[config.mk]
export PLATFORM = sky130hd
export DESIGN_NAME = key_debounce_autorepeat_unit
export DESIGN_NICKNAME = d
export VERILOG_FILES = /design/src/rtl/core/kda_pkg.sv /design/src/rtl/core/kda_lane.sv /design/src/rtl/core/kda_merge.sv /design/src/rtl/core/key_debounce_autorepeat_unit.sv
export SDC_FILE = /design/constraint.sdc
export NUM_CORES = 1
export LEC_CHECK = 0
export BUFFER_PORTS_ARGS = -buffer_cell sky130_fd_sc_hd__buf_2
export CAP_MARGIN = 20
export CORE_MARGIN = 10
export CORE_UTILIZATION = 55
export DETAILED_ROUTE_END_ITERATION = 12
export GPL_TIMING_DRIVEN = 0
export HOLD_SLACK_MARGIN = 0.02
export PLACE_DENSITY_LB_ADDON = 0.1
export RECOVER_POWER = 50
export SYNTH_ARGS = -nofsm -noshare
export SYNTH_HDL_FRONTEND = slang
export SYNTH_SLANG_ARGS = --single-unit
[constraint.sdc]
create_clock -name clk -period 10.3 [get_ports clk]
set_input_delay 1.545 -clock clk [delete_from_list [all_inputs] [get_ports clk]]
set_output_delay 1.545 -clock clk [all_outputs]
set_load 0.02 [all_outputs]
[src/rtl/core/kda_pkg.sv]
package kda_pkg;

  // Key count and raw level width
  localparam int NUM_KEYS   = 4;
  localparam int LEVEL_BITS = 4;
  // Slots cover both the lanes and the level bits
  localparam int SLOT_W     = (NUM_KEYS > LEVEL_BITS) ? NUM_KEYS : LEVEL_BITS;
  // Keys that see a raw level and can report events
  localparam int VIS_KEYS   = (NUM_KEYS < LEVEL_BITS) ? NUM_KEYS : LEVEL_BITS;

  localparam int TIME_W   = 32;
  localparam int THR_W    = 8;
  localparam int PERIOD_W = 16;
  localparam int EVENT_W  = 3;
  localparam int ADDR_W   = 5;
  localparam int DATA_W   = 32;

  // Register reset values
  localparam logic [THR_W-1:0]      RST_THRESHOLD   = 8'd3;
  localparam logic [PERIOD_W-1:0]   RST_SCAN_PERIOD = 16'd10;
  localparam logic [PERIOD_W-1:0]   RST_LONG_DELAY  = 16'd500;
  localparam logic [PERIOD_W-1:0]   RST_REP_IVL     = 16'd100;
  localparam logic [LEVEL_BITS-1:0] RST_REP_MASK    = 4'd3;

  localparam logic [EVENT_W-1:0] EV_NONE = 3'd0;

  typedef enum logic [2:0] {
    REG_DEBOUNCE_THRESHOLD = 3'd0,
    REG_SCAN_PERIOD        = 3'd1,
    REG_LONG_PRESS_DELAY   = 3'd2,
    REG_REPEAT_INTERVAL    = 3'd3,
    REG_REPEAT_ENABLE_MASK = 3'd4
  } cfg_reg_t;

  typedef enum logic {
    OP_TICK = 1'b0,
    OP_POLL = 1'b1
  } op_t;

  typedef struct packed {
    op_t                   operation;
    logic [LEVEL_BITS-1:0] key_levels;
  } in_item_t;

  typedef struct packed {
    logic [EVENT_W-1:0]    event_key;
    logic                  auto_rep;
    logic [LEVEL_BITS-1:0] pressed_mask;
  } out_item_t;

  // Per-lane control from the top
  typedef struct packed {
    logic                sample;
    logic                raw;
    logic                clr_pend;
    logic                rep_en;
    logic [THR_W-1:0]    threshold;
    logic [PERIOD_W-1:0] delay;
    logic [TIME_W-1:0]   time_now;
  } lane_ctl_t;

  // Per-lane status toward the merge stage
  typedef struct packed {
    logic pending;
    logic rep_armed;
    logic press_due;
  } lane_status_t;

  // Merge stage verdict
  typedef struct packed {
    logic [EVENT_W-1:0] event_key;
    logic               auto_rep;
    logic               repeat_fire;
    logic [SLOT_W-1:0]  clr;
  } merge_res_t;

endpackage

[src/rtl/core/kda_lane.sv]
module kda_lane (
  input  logic                  clk,
  input  logic                  rst_n,
  input  kda_pkg::lane_ctl_t    ctl,
  output kda_pkg::lane_status_t status,
  output logic                  stable_nxt
);

  logic                         stable_r;
  logic                         pend_r, pend_nxt;
  logic [kda_pkg::THR_W-1:0]    run_r, run_nxt, run_inc;
  logic [kda_pkg::TIME_W-1:0]   press_time_r;
  logic [kda_pkg::TIME_W-1:0]   held_time;
  logic                         flip;

  // Debounce run counter and state flip
  always_comb begin
    run_inc    = run_r + 1'b1;
    flip       = 1'b0;
    stable_nxt = stable_r;
    run_nxt    = run_r;
    pend_nxt   = pend_r & ~ctl.clr_pend;
    if (ctl.sample) begin
      if (ctl.raw == stable_r) begin
        run_nxt = '0;
      end else if (run_inc >= ctl.threshold) begin
        flip       = 1'b1;
        stable_nxt = ctl.raw;
        run_nxt    = '0;
        if (ctl.raw) begin
          pend_nxt = 1'b1;
        end
      end else begin
        run_nxt = run_inc;
      end
    end
  end

  always_ff @(posedge clk) begin
    if (!rst_n) begin
      stable_r <= 1'b0;
      run_r    <= '0;
      pend_r   <= 1'b0;
    end else begin
      stable_r <= stable_nxt;
      run_r    <= run_nxt;
      pend_r   <= pend_nxt;
    end
  end

  // Press time stamp, only read while the key is held
  always_ff @(posedge clk) begin
    if (flip && ctl.raw) begin
      press_time_r <= ctl.time_now;
    end
  end

  // Hold time check for auto-repeat
  assign held_time        = ctl.time_now - press_time_r;
  assign status.pending   = pend_r;
  assign status.rep_armed = stable_r & ctl.rep_en;
  assign status.press_due = held_time >= {{(kda_pkg::TIME_W-kda_pkg::PERIOD_W){1'b0}}, ctl.delay};

endmodule

[src/rtl/core/kda_merge.sv]
module kda_merge (
  input  kda_pkg::lane_status_t status [kda_pkg::SLOT_W],
  input  logic                  interval_due,
  output kda_pkg::merge_res_t   res
);

  logic found_pend;
  logic found_rep;

  // Lowest pending key wins; else first armed key may repeat
  always_comb begin
    res        = '0;
    found_pend = 1'b0;
    found_rep  = 1'b0;
    for (int i = 0; i < kda_pkg::VIS_KEYS; i++) begin
      if (!found_pend && status[i].pending) begin
        found_pend    = 1'b1;
        res.clr[i]    = 1'b1;
        res.event_key = kda_pkg::EVENT_W'(i + 1);
      end
    end
    if (!found_pend) begin
      for (int i = 0; i < kda_pkg::VIS_KEYS; i++) begin
        if (!found_rep && status[i].rep_armed) begin
          found_rep = 1'b1;
          if (status[i].press_due && interval_due) begin
            res.event_key   = kda_pkg::EVENT_W'(i + 1);
            res.auto_rep    = 1'b1;
            res.repeat_fire = 1'b1;
          end
        end
      end
    end
  end

endmodule

[src/rtl/core/key_debounce_autorepeat_unit.sv]
// A result beat appears in the cycle after its item is accepted. Throughput:
// one item per cycle while not stalled; each key has its own lane and a merge
// stage picks the event in the accept cycle; one output register follows it.
// Reset (rst_n low, synchronous): time counters, key states, run counters and
// pending bits clear, registers return to their defaults, no result is held.
module key_debounce_autorepeat_unit (
  input  logic                          clk,
  input  logic                          rst_n,
  input  logic                          in_valid,
  output logic                          in_ready,
  input  kda_pkg::in_item_t             in_data,
  output logic                          out_valid,
  input  logic                          out_ready,
  output kda_pkg::out_item_t            out_data,
  input  logic                          cfg_psel,
  input  logic                          cfg_penable,
  input  logic                          cfg_pwrite,
  input  logic [kda_pkg::ADDR_W-1:0]    cfg_paddr,
  input  logic [kda_pkg::DATA_W-1:0]    cfg_pwdata,
  output logic [kda_pkg::DATA_W-1:0]    cfg_prdata,
  output logic                          cfg_pready
);

  // Configuration registers
  logic [kda_pkg::THR_W-1:0]      threshold_r;
  logic [kda_pkg::PERIOD_W-1:0]   scan_period_r;
  logic [kda_pkg::PERIOD_W-1:0]   long_delay_r;
  logic [kda_pkg::PERIOD_W-1:0]   rep_ivl_r;
  logic [kda_pkg::LEVEL_BITS-1:0] rep_mask_r;
  logic                           cfg_wr;
  kda_pkg::cfg_reg_t              cfg_sel;

  // Timing state
  logic [kda_pkg::TIME_W-1:0] time_r, time_nxt;
  logic [kda_pkg::TIME_W-1:0] last_scan_r;
  logic [kda_pkg::TIME_W-1:0] last_rep_r;
  logic [kda_pkg::TIME_W-1:0] scan_gap, rep_gap;

  logic accept, is_tick, is_poll, sample, interval_due;

  kda_pkg::lane_ctl_t    lane_ctl    [kda_pkg::SLOT_W];
  kda_pkg::lane_status_t lane_status [kda_pkg::SLOT_W];
  logic [kda_pkg::SLOT_W-1:0] stable_nxt;
  kda_pkg::merge_res_t   merge_res;

  logic                out_valid_r;
  kda_pkg::out_item_t  out_data_r, out_data_nxt;

  assign cfg_pready = 1'b1;
  assign cfg_sel    = kda_pkg::cfg_reg_t'(cfg_paddr[kda_pkg::ADDR_W-1:2]);
  assign cfg_wr     = cfg_psel & cfg_penable & cfg_pwrite;

  // Register writes
  always_ff @(posedge clk) begin
    if (!rst_n) begin
      threshold_r   <= kda_pkg::RST_THRESHOLD;
      scan_period_r <= kda_pkg::RST_SCAN_PERIOD;
      long_delay_r  <= kda_pkg::RST_LONG_DELAY;
      rep_ivl_r     <= kda_pkg::RST_REP_IVL;
      rep_mask_r    <= kda_pkg::RST_REP_MASK;
    end else if (cfg_wr) begin
      case (cfg_sel)
        kda_pkg::REG_DEBOUNCE_THRESHOLD: threshold_r   <= cfg_pwdata[kda_pkg::THR_W-1:0];
        kda_pkg::REG_SCAN_PERIOD:        scan_period_r <= cfg_pwdata[kda_pkg::PERIOD_W-1:0];
        kda_pkg::REG_LONG_PRESS_DELAY:   long_delay_r  <= cfg_pwdata[kda_pkg::PERIOD_W-1:0];
        kda_pkg::REG_REPEAT_INTERVAL:    rep_ivl_r     <= cfg_pwdata[kda_pkg::PERIOD_W-1:0];
        kda_pkg::REG_REPEAT_ENABLE_MASK: rep_mask_r    <= cfg_pwdata[kda_pkg::LEVEL_BITS-1:0];
        default: ;
      endcase
    end
  end

  // Register reads
  always_comb begin
    case (cfg_sel)
      kda_pkg::REG_DEBOUNCE_THRESHOLD: cfg_prdata = kda_pkg::DATA_W'(threshold_r);
      kda_pkg::REG_SCAN_PERIOD:        cfg_prdata = kda_pkg::DATA_W'(scan_period_r);
      kda_pkg::REG_LONG_PRESS_DELAY:   cfg_prdata = kda_pkg::DATA_W'(long_delay_r);
      kda_pkg::REG_REPEAT_INTERVAL:    cfg_prdata = kda_pkg::DATA_W'(rep_ivl_r);
      kda_pkg::REG_REPEAT_ENABLE_MASK: cfg_prdata = kda_pkg::DATA_W'(rep_mask_r);
      default:                         cfg_prdata = '0;
    endcase
  end

  // Handshake: output register frees or drains in the same cycle
  assign in_ready = ~out_valid_r | out_ready;
  assign accept   = in_valid & in_ready;
  assign is_tick  = in_data.operation == kda_pkg::OP_TICK;
  assign is_poll  = in_data.operation == kda_pkg::OP_POLL;

  // Millisecond clock and scan decision
  assign time_nxt     = (accept && is_tick) ? time_r + 1'b1 : time_r;
  assign scan_gap     = time_nxt - last_scan_r;
  assign sample       = accept & is_tick &
                        (scan_gap >= kda_pkg::TIME_W'(scan_period_r));
  assign rep_gap      = time_r - last_rep_r;
  assign interval_due = rep_gap >= kda_pkg::TIME_W'(rep_ivl_r);

  always_ff @(posedge clk) begin
    if (!rst_n) begin
      time_r      <= '0;
      last_scan_r <= '0;
      last_rep_r  <= '0;
    end else begin
      time_r <= time_nxt;
      if (sample) begin
        last_scan_r <= time_nxt;
      end
      if (accept && is_poll && merge_res.repeat_fire) begin
        last_rep_r <= time_r;
      end
    end
  end

  // Key lanes
  for (genvar i = 0; i < kda_pkg::SLOT_W; i++) begin : g_lane
    if (i < kda_pkg::NUM_KEYS) begin : g_key
      always_comb begin
        lane_ctl[i].sample    = sample;
        lane_ctl[i].clr_pend  = accept & is_poll & merge_res.clr[i];
        lane_ctl[i].threshold = threshold_r;
        lane_ctl[i].delay     = long_delay_r;
        lane_ctl[i].time_now  = time_nxt;
        if (i < kda_pkg::LEVEL_BITS) begin
          lane_ctl[i].raw    = in_data.key_levels[i % kda_pkg::LEVEL_BITS];
          lane_ctl[i].rep_en = rep_mask_r[i % kda_pkg::LEVEL_BITS];
        end else begin
          lane_ctl[i].raw    = 1'b0;
          lane_ctl[i].rep_en = 1'b0;
        end
      end

      kda_lane u_lane (
        .clk        (clk),
        .rst_n      (rst_n),
        .ctl        (lane_ctl[i]),
        .status     (lane_status[i]),
        .stable_nxt (stable_nxt[i])
      );
    end else begin : g_pad
      assign lane_ctl[i]    = '0;
      assign lane_status[i] = '0;
      assign stable_nxt[i]  = 1'b0;
    end
  end

  // Event selection across lanes
  kda_merge u_merge (
    .status       (lane_status),
    .interval_due (interval_due),
    .res          (merge_res)
  );

  // Result beat
  always_comb begin
    out_data_nxt.pressed_mask = stable_nxt[kda_pkg::LEVEL_BITS-1:0];
    if (is_poll) begin
      out_data_nxt.event_key = merge_res.event_key;
      out_data_nxt.auto_rep  = merge_res.auto_rep;
    end else begin
      out_data_nxt.event_key = kda_pkg::EV_NONE;
      out_data_nxt.auto_rep  = 1'b0;
    end
  end

  always_ff @(posedge clk) begin
    if (!rst_n) begin
      out_valid_r <= 1'b0;
    end else if (in_ready) begin
      out_valid_r <= in_valid;
    end
  end

  always_ff @(posedge clk) begin
    if (accept) begin
      out_data_r <= out_data_nxt;
    end
  end

  assign out_valid = out_valid_r;
  assign out_data  = out_data_r;

endmodule

Word level (Yosys, flattened, before mapping)
Index checks and enable logic that the tools add are counted.

operators by class
  bitwise gates (word level) = 25
  magnitude comparators = 10
  equal/unequal tests = 8
  mux-type cells = 76
  reductions and logical operators = 30
  $add $sub $neg = 11

operators by type and width
  cell                   number
  $ge 32x16->1           6
  $sub 32x32->32         6
  $pmux 16 s5            1
  $mux 8                 8
  $mux 1                 54
  $mux 5                 9
  $add 32x1->32 const B  1
  $add 8x1->8 const B    4
  $ge 8x8->1             4
  $mux 32                1
  $and 1x1->1            18
  $logic_and 1x1->1      17
  $reduce_and 2->1       5
  $mux 3                 3
  $eq 3x2->1 const B     2
  $logic_not 1->1        6
  $not 1->1              6
  $eq 1x1->1             4
  $eq 3x1->1 const B     1
  $eq 3x3->1 const B     1
  $logic_not 3->1        1
  $reduce_or 2->1        1
  $or 1x1->1             1

word-level totals
  output and inout port bits = 43
  bits of input ports = 49
  register bits after elaboration = 333

Depth between registers and ports, before layout
  word-level depth = 24
  depth in mapped cells = 30
  mapped depth without buffers = 29

By module
A second synthesis with hierarchy kept.

unflattened totals
  cells, all modules = 3427
  area total of the unflattened synthesis = 28253.3 um^2

by module, submodules not included
  module                                  cells each  area each (um^2)  times used  sequential area each (um^2)
  kda_lane at g_lane[0].g_key.u_lane ...  498         4195.3            3           1161.1
  key_debounce_autorepeat_unit            1483        11691.2           1           3383.2
  kda_lane at g_lane[1].g_key.u_lane      423         3796.1            1           1161.1
  kda_merge                               27          180.2             1           0.0

Worst setup path before layout
Ideal clock, no wire load.

  kind = input to register
  start = input port out_ready
  end = register g_lane[0].g_key.u_lane.press_time_r[0] in the netlist's numbering (enable)
  path slack = 2.067 ns
  data required time = 9.900 ns
  path buffers = 1
  data arrival time = 7.833 ns
  cell stages on the path = 27
  cells stage by stage = nand2b_1 > nand2_1 > nor2_1 > nand4_1 > nor3_1 > nand3_1 > xnor2_1 > ha_1 > a21o_1 > a21o_1 > a21o_1 > o21bai_1 > or2_2 > xor2_1 > ha_1 > a21oi_1 > nand3_1 > nor4_1 > o2111ai_1 > or4_1 > a2111oi_0 > o2111ai_1 > nor3_1 > a21oi_1 > clkbuf_1 > nand4b_1 > inv_1

RTL lines
  element                 RTL line                            source
  start: declaration      key_debounce_autorepeat_unit.sv:13  input logic out_ready,
  end signal: assignment  kda_lane.sv:54                      press_time_r <= ctl.time_now;
  end: declaration        kda_lane.sv:12                      logic [kda_pkg::TIME_W-1:0] press_time_r;

==> impl_metrics.tcl <==
set metrics [dict create \
    synth_edf_count 136 \
    dieArea_mm2 0.0595 \
    hold_path.startpoint "long_delay_r[10]" \
    fin_crit_ps 9690 \
    drt_first_iter_violations 1864 \
    cts_resized 0 \
    fin_util 0.607 \
    setup_violations 0 \
    synthDistinctLibCells 89 \
    avgRoutedWirePerCell_um 20.9 \
    rows 82 \
    grt_pass1_wl_um 137000 \
    holdBufCountCts 0 \
    cellLeakagePower_nw 13.3 \
    drt_pass1_iterations 5 \
    clock_skew_ps 25.0 \
    drive_above_1_share 0.0525 \
    antenna_cells 0 \
    htreeDepth 2 \
    met2_usage 0.492 \
    root_buffer "clkbuf_16" \
    die_h_um 244 \
    area_growth_pct 9.81 \
    required_ps 10620 \
    cts.sinks 333 \
    ant_nets 0 \
    r2r_end "g_lane[0].g_key.u_lane.press_time_r[21]" \
    power.density_mw_per_mm2 104 \
    finalHoldViolCount 0 \
    start_util 0.553 \
    r2r_start "out_valid" \
    synth_common_cells "457 x nand2_1, 319 x ha_1, 295 x inv_1" \
    slowest_delay_ps 550 \
    max-slew-margin-rel -0.175 \
    fin_crit_sh 0.941 \
    cp_max_fo 25 \
    arrival_ps 10010 \
    core-area_mm2 0.0499 \
    maxSlewViolCount 63 \
    ys_ff_latch 333 \
    holdPathEnd "long_delay_r[10]" \
    grt_max_degree 33 \
    worst_slack_ps 609 \
    synth_cells 3387 \
    pin_count 92 \
    gr-total-overflow 0 \
    grt_pass1_vias 24800 \
    yosysSeqAreaShare 0.291 \
    via_per_inst 6.11 \
    met1_usage 0.352 \
    ir_worst_vdd_v 0.000126 \
    cts_tree "yes" \
    synth_ff_type "dfxtp_1" \
    yosysMostFrequentCell "nand2_1" \
    synth_area_leader_cell "edfxtp_1" \
    violations "max-capacitance violations, max-slew violations" \
    critPathCaptureType "flop" \
    drv_cap 6 \
    cts_buffers 41 \
    rsz0062_at_grt "false" \
    cts_setup_buffers 0 \
    status "finished, violations left" \
    synth_top_area_frac 0.148 \
    r2r.worst_path.cells 30 \
    syn_area_per_cell_um2 8.14 \
    nNetsFinal 3902 \
    die_x_um 244 \
    synth_warnings 0 \
    place_hpwl_um 69700 \
    place_congestion 1.01 \
    synthTopCellsByArea "edfxtp_1 15%, ha_1 14%, dfxtp_1 14%" \
    dp_slack_ps -11.5 \
    fmax_mhz 103 \
    cp-start-kind "input pin" \
    clk_latency_ps 590 \
    crit_slowest_cell "xor2_1" \
    hp-class "reg -> reg" \
    path_clk_slew_ps 60 \
    async_reset_ff_frac 0 \
    worstMarginPinSlew_ps 1750 \
    grt-busiest-layer "met2" \
    worst-r2r-setup-slack_ps 1340 \
    drc 0 \
    use_met3 0.0378 \
    port_buffers 54 \
    criticalPathCategory "in -> reg" \
    cts.path.max_buffers 3 \
    totalWireLength_um 88600 \
    grt_use_total 0.287 \
    syn_area_mm2 0.0276 \
    min_path_cells 2 \
    dr_total_vias 25800 \
    antenna_found_initial 2 \
]
[worst max-delay path, delay by kind of cell]
family	cells	cell delay, ps
AOI/OAI and AO/OA	13	3240
xor gates and xnor gates	2	690
adders and majority gates	2	530
buffers and inverters	6	1540
and+or+nand+nor	8	2420
[layout make-up]
| type | count | area [um^2] |
|---|---|---|
| Multi-Input combinational cell | 2619 | 17900 |
| Tap cell | 672 | 841 |
| Fill cell | 4635 | 19600 |
| Sequential cell | 333 | 8030 |
| Clock buffer | 56 | 1130 |
| Inverter | 295 | 1110 |
| Timing Repair Buffer | 83 | 422 |
| Clock inverter | 19 | 180 |
| Buffer | 155 | 674 |
[worst max path at each step]
stage                     cells after the start  slack [ps]                                 endpoint       from
after floorplan                              27        2070   g_lane[0].g_key.u_lane.press_time_r[0]  out_ready
after CTS                                    31         550  g_lane[0].g_key.u_lane.press_time_r[21]  out_ready
after global routing                         28         140  g_lane[0].g_key.u_lane.press_time_r[21]  out_ready
after global placement                       28       -2240  g_lane[0].g_key.u_lane.press_time_r[29]  out_ready
after detailed placement                     31         -10  g_lane[0].g_key.u_lane.press_time_r[27]  out_ready
final                                        31         610  g_lane[0].g_key.u_lane.press_time_r[21]  out_ready
[state kept, by name, summed over array words and instances (netlist names), 4 cells and up]
register	cells
g_lane.g_key.u_lane.press_time_r	128
g_lane.g_key.u_lane.run_r	32
last_rep_r	32
last_scan_r	32
time_r	32
long_delay_r	16
rep_ivl_r	16
scan_period_r	16
out_data	8
threshold_r	8
g_lane.g_key.u_lane.pend_r	4
g_lane.g_key.u_lane.stable_r	4
rep_mask_r	4
[routing by layer]
layer,wire (um),vias to the layer above,part of all wire
met3,5470,202,0.062
met2,41600,887,0.47
met4,4740,0,0.053
met5,0,-,0
li1,-,12400,-
met1,36800,12300,0.42
[stage by stage]
stage	instance area, um^2	cells	setup TNS [ps]	hold WS [ps]	power (mW)
after global placement	28700	4128	-373750	442	1.71
after CTS	30500	4232	0	455	3.15
after floorplan	27600	3402	0	435	1.61
after detailed placement	29200	4157	-193	447	1.72
final	30300	4232	0	454	3.14
after global routing	30300	4232	0	476	3.23
[kinds of logic (layout without fill, tap and decap cells)]
kind of cell	Yosys count	count (layout)	share of synthesized area
flip-flops	333	333	0.291
multiplexers	79	79	0.0313
buffers and inverters	450	608	0.0646
AO/OA/AOI/OAI	924	924	0.218
XOR/XNOR	181	181	0.0578
AND/OR/NAND/NOR	1093	1093	0.188
other	2	17	0.000272
adder cells (fa/ha/maj)	325	325	0.149
[power by group]
part / total, mW / internal [mW] / leakage [nW] / switching, mW
registers: 1.38 / 1.37 / 3.08 / 0.00648
logic: 0.321 / 0.114 / 9.57 / 0.206
clock network: 1.44 / 0.828 / 0.636 / 0.613
total: 3.14 / 2.31 / 13.3 / 0.826
[cell usage in the layout (no fill, tap or decap), types with 14 or more instances in the layout]
| cell type | netlist | layout |
|---|---|---|
| nand4_1 | 76 | 76 |
| nand3_1 | 78 | 78 |
| nor3_1 | 43 | 42 |
| mux2i_1 | 66 | 66 |
| xnor2_1 | 115 | 112 |
| a211oi_1 | 34 | 34 |
| o21bai_1 | 20 | 20 |
| a22oi_1 | 21 | 21 |
| a31oi_1 | 23 | 23 |
| nor2_1 | 199 | 199 |
| dfxtp_1 | 197 | 197 |
| o31ai_1 | 45 | 45 |
| nor4_1 | 17 | 14 |
| nand2b_1 | 32 | 32 |
| and2_1 | 44 | 23 |
| xor2_1 | 65 | 63 |
| o2111ai_1 | 15 | 15 |
| a21oi_1 | 268 | 268 |
| ha_1 | 319 | 319 |
| clkbuf_16 | 0 | 42 |
| nand4b_1 | 14 | 14 |
| and3_1 | 26 | 24 |
| and2_0 | 1 | 22 |
| buf_2 | 5 | 43 |
| buf_4 | 17 | 21 |
| o211ai_1 | 35 | 35 |
| inv_1 | 295 | 295 |
| conb_1 | 2 | 17 |
| a2111oi_0 | 17 | 15 |
| o22ai_1 | 14 | 14 |
| nand2_1 | 457 | 457 |
| clkbuf_1 | 126 | 179 |
| o21ai_0 | 170 | 170 |
| a21boi_0 | 14 | 14 |
| o21a_1 | 43 | 43 |
| a21o_1 | 100 | 100 |
| nor2b_1 | 34 | 34 |
| edfxtp_1 | 136 | 136 |
No activity file was read; power rests on OpenSTA's default activity.
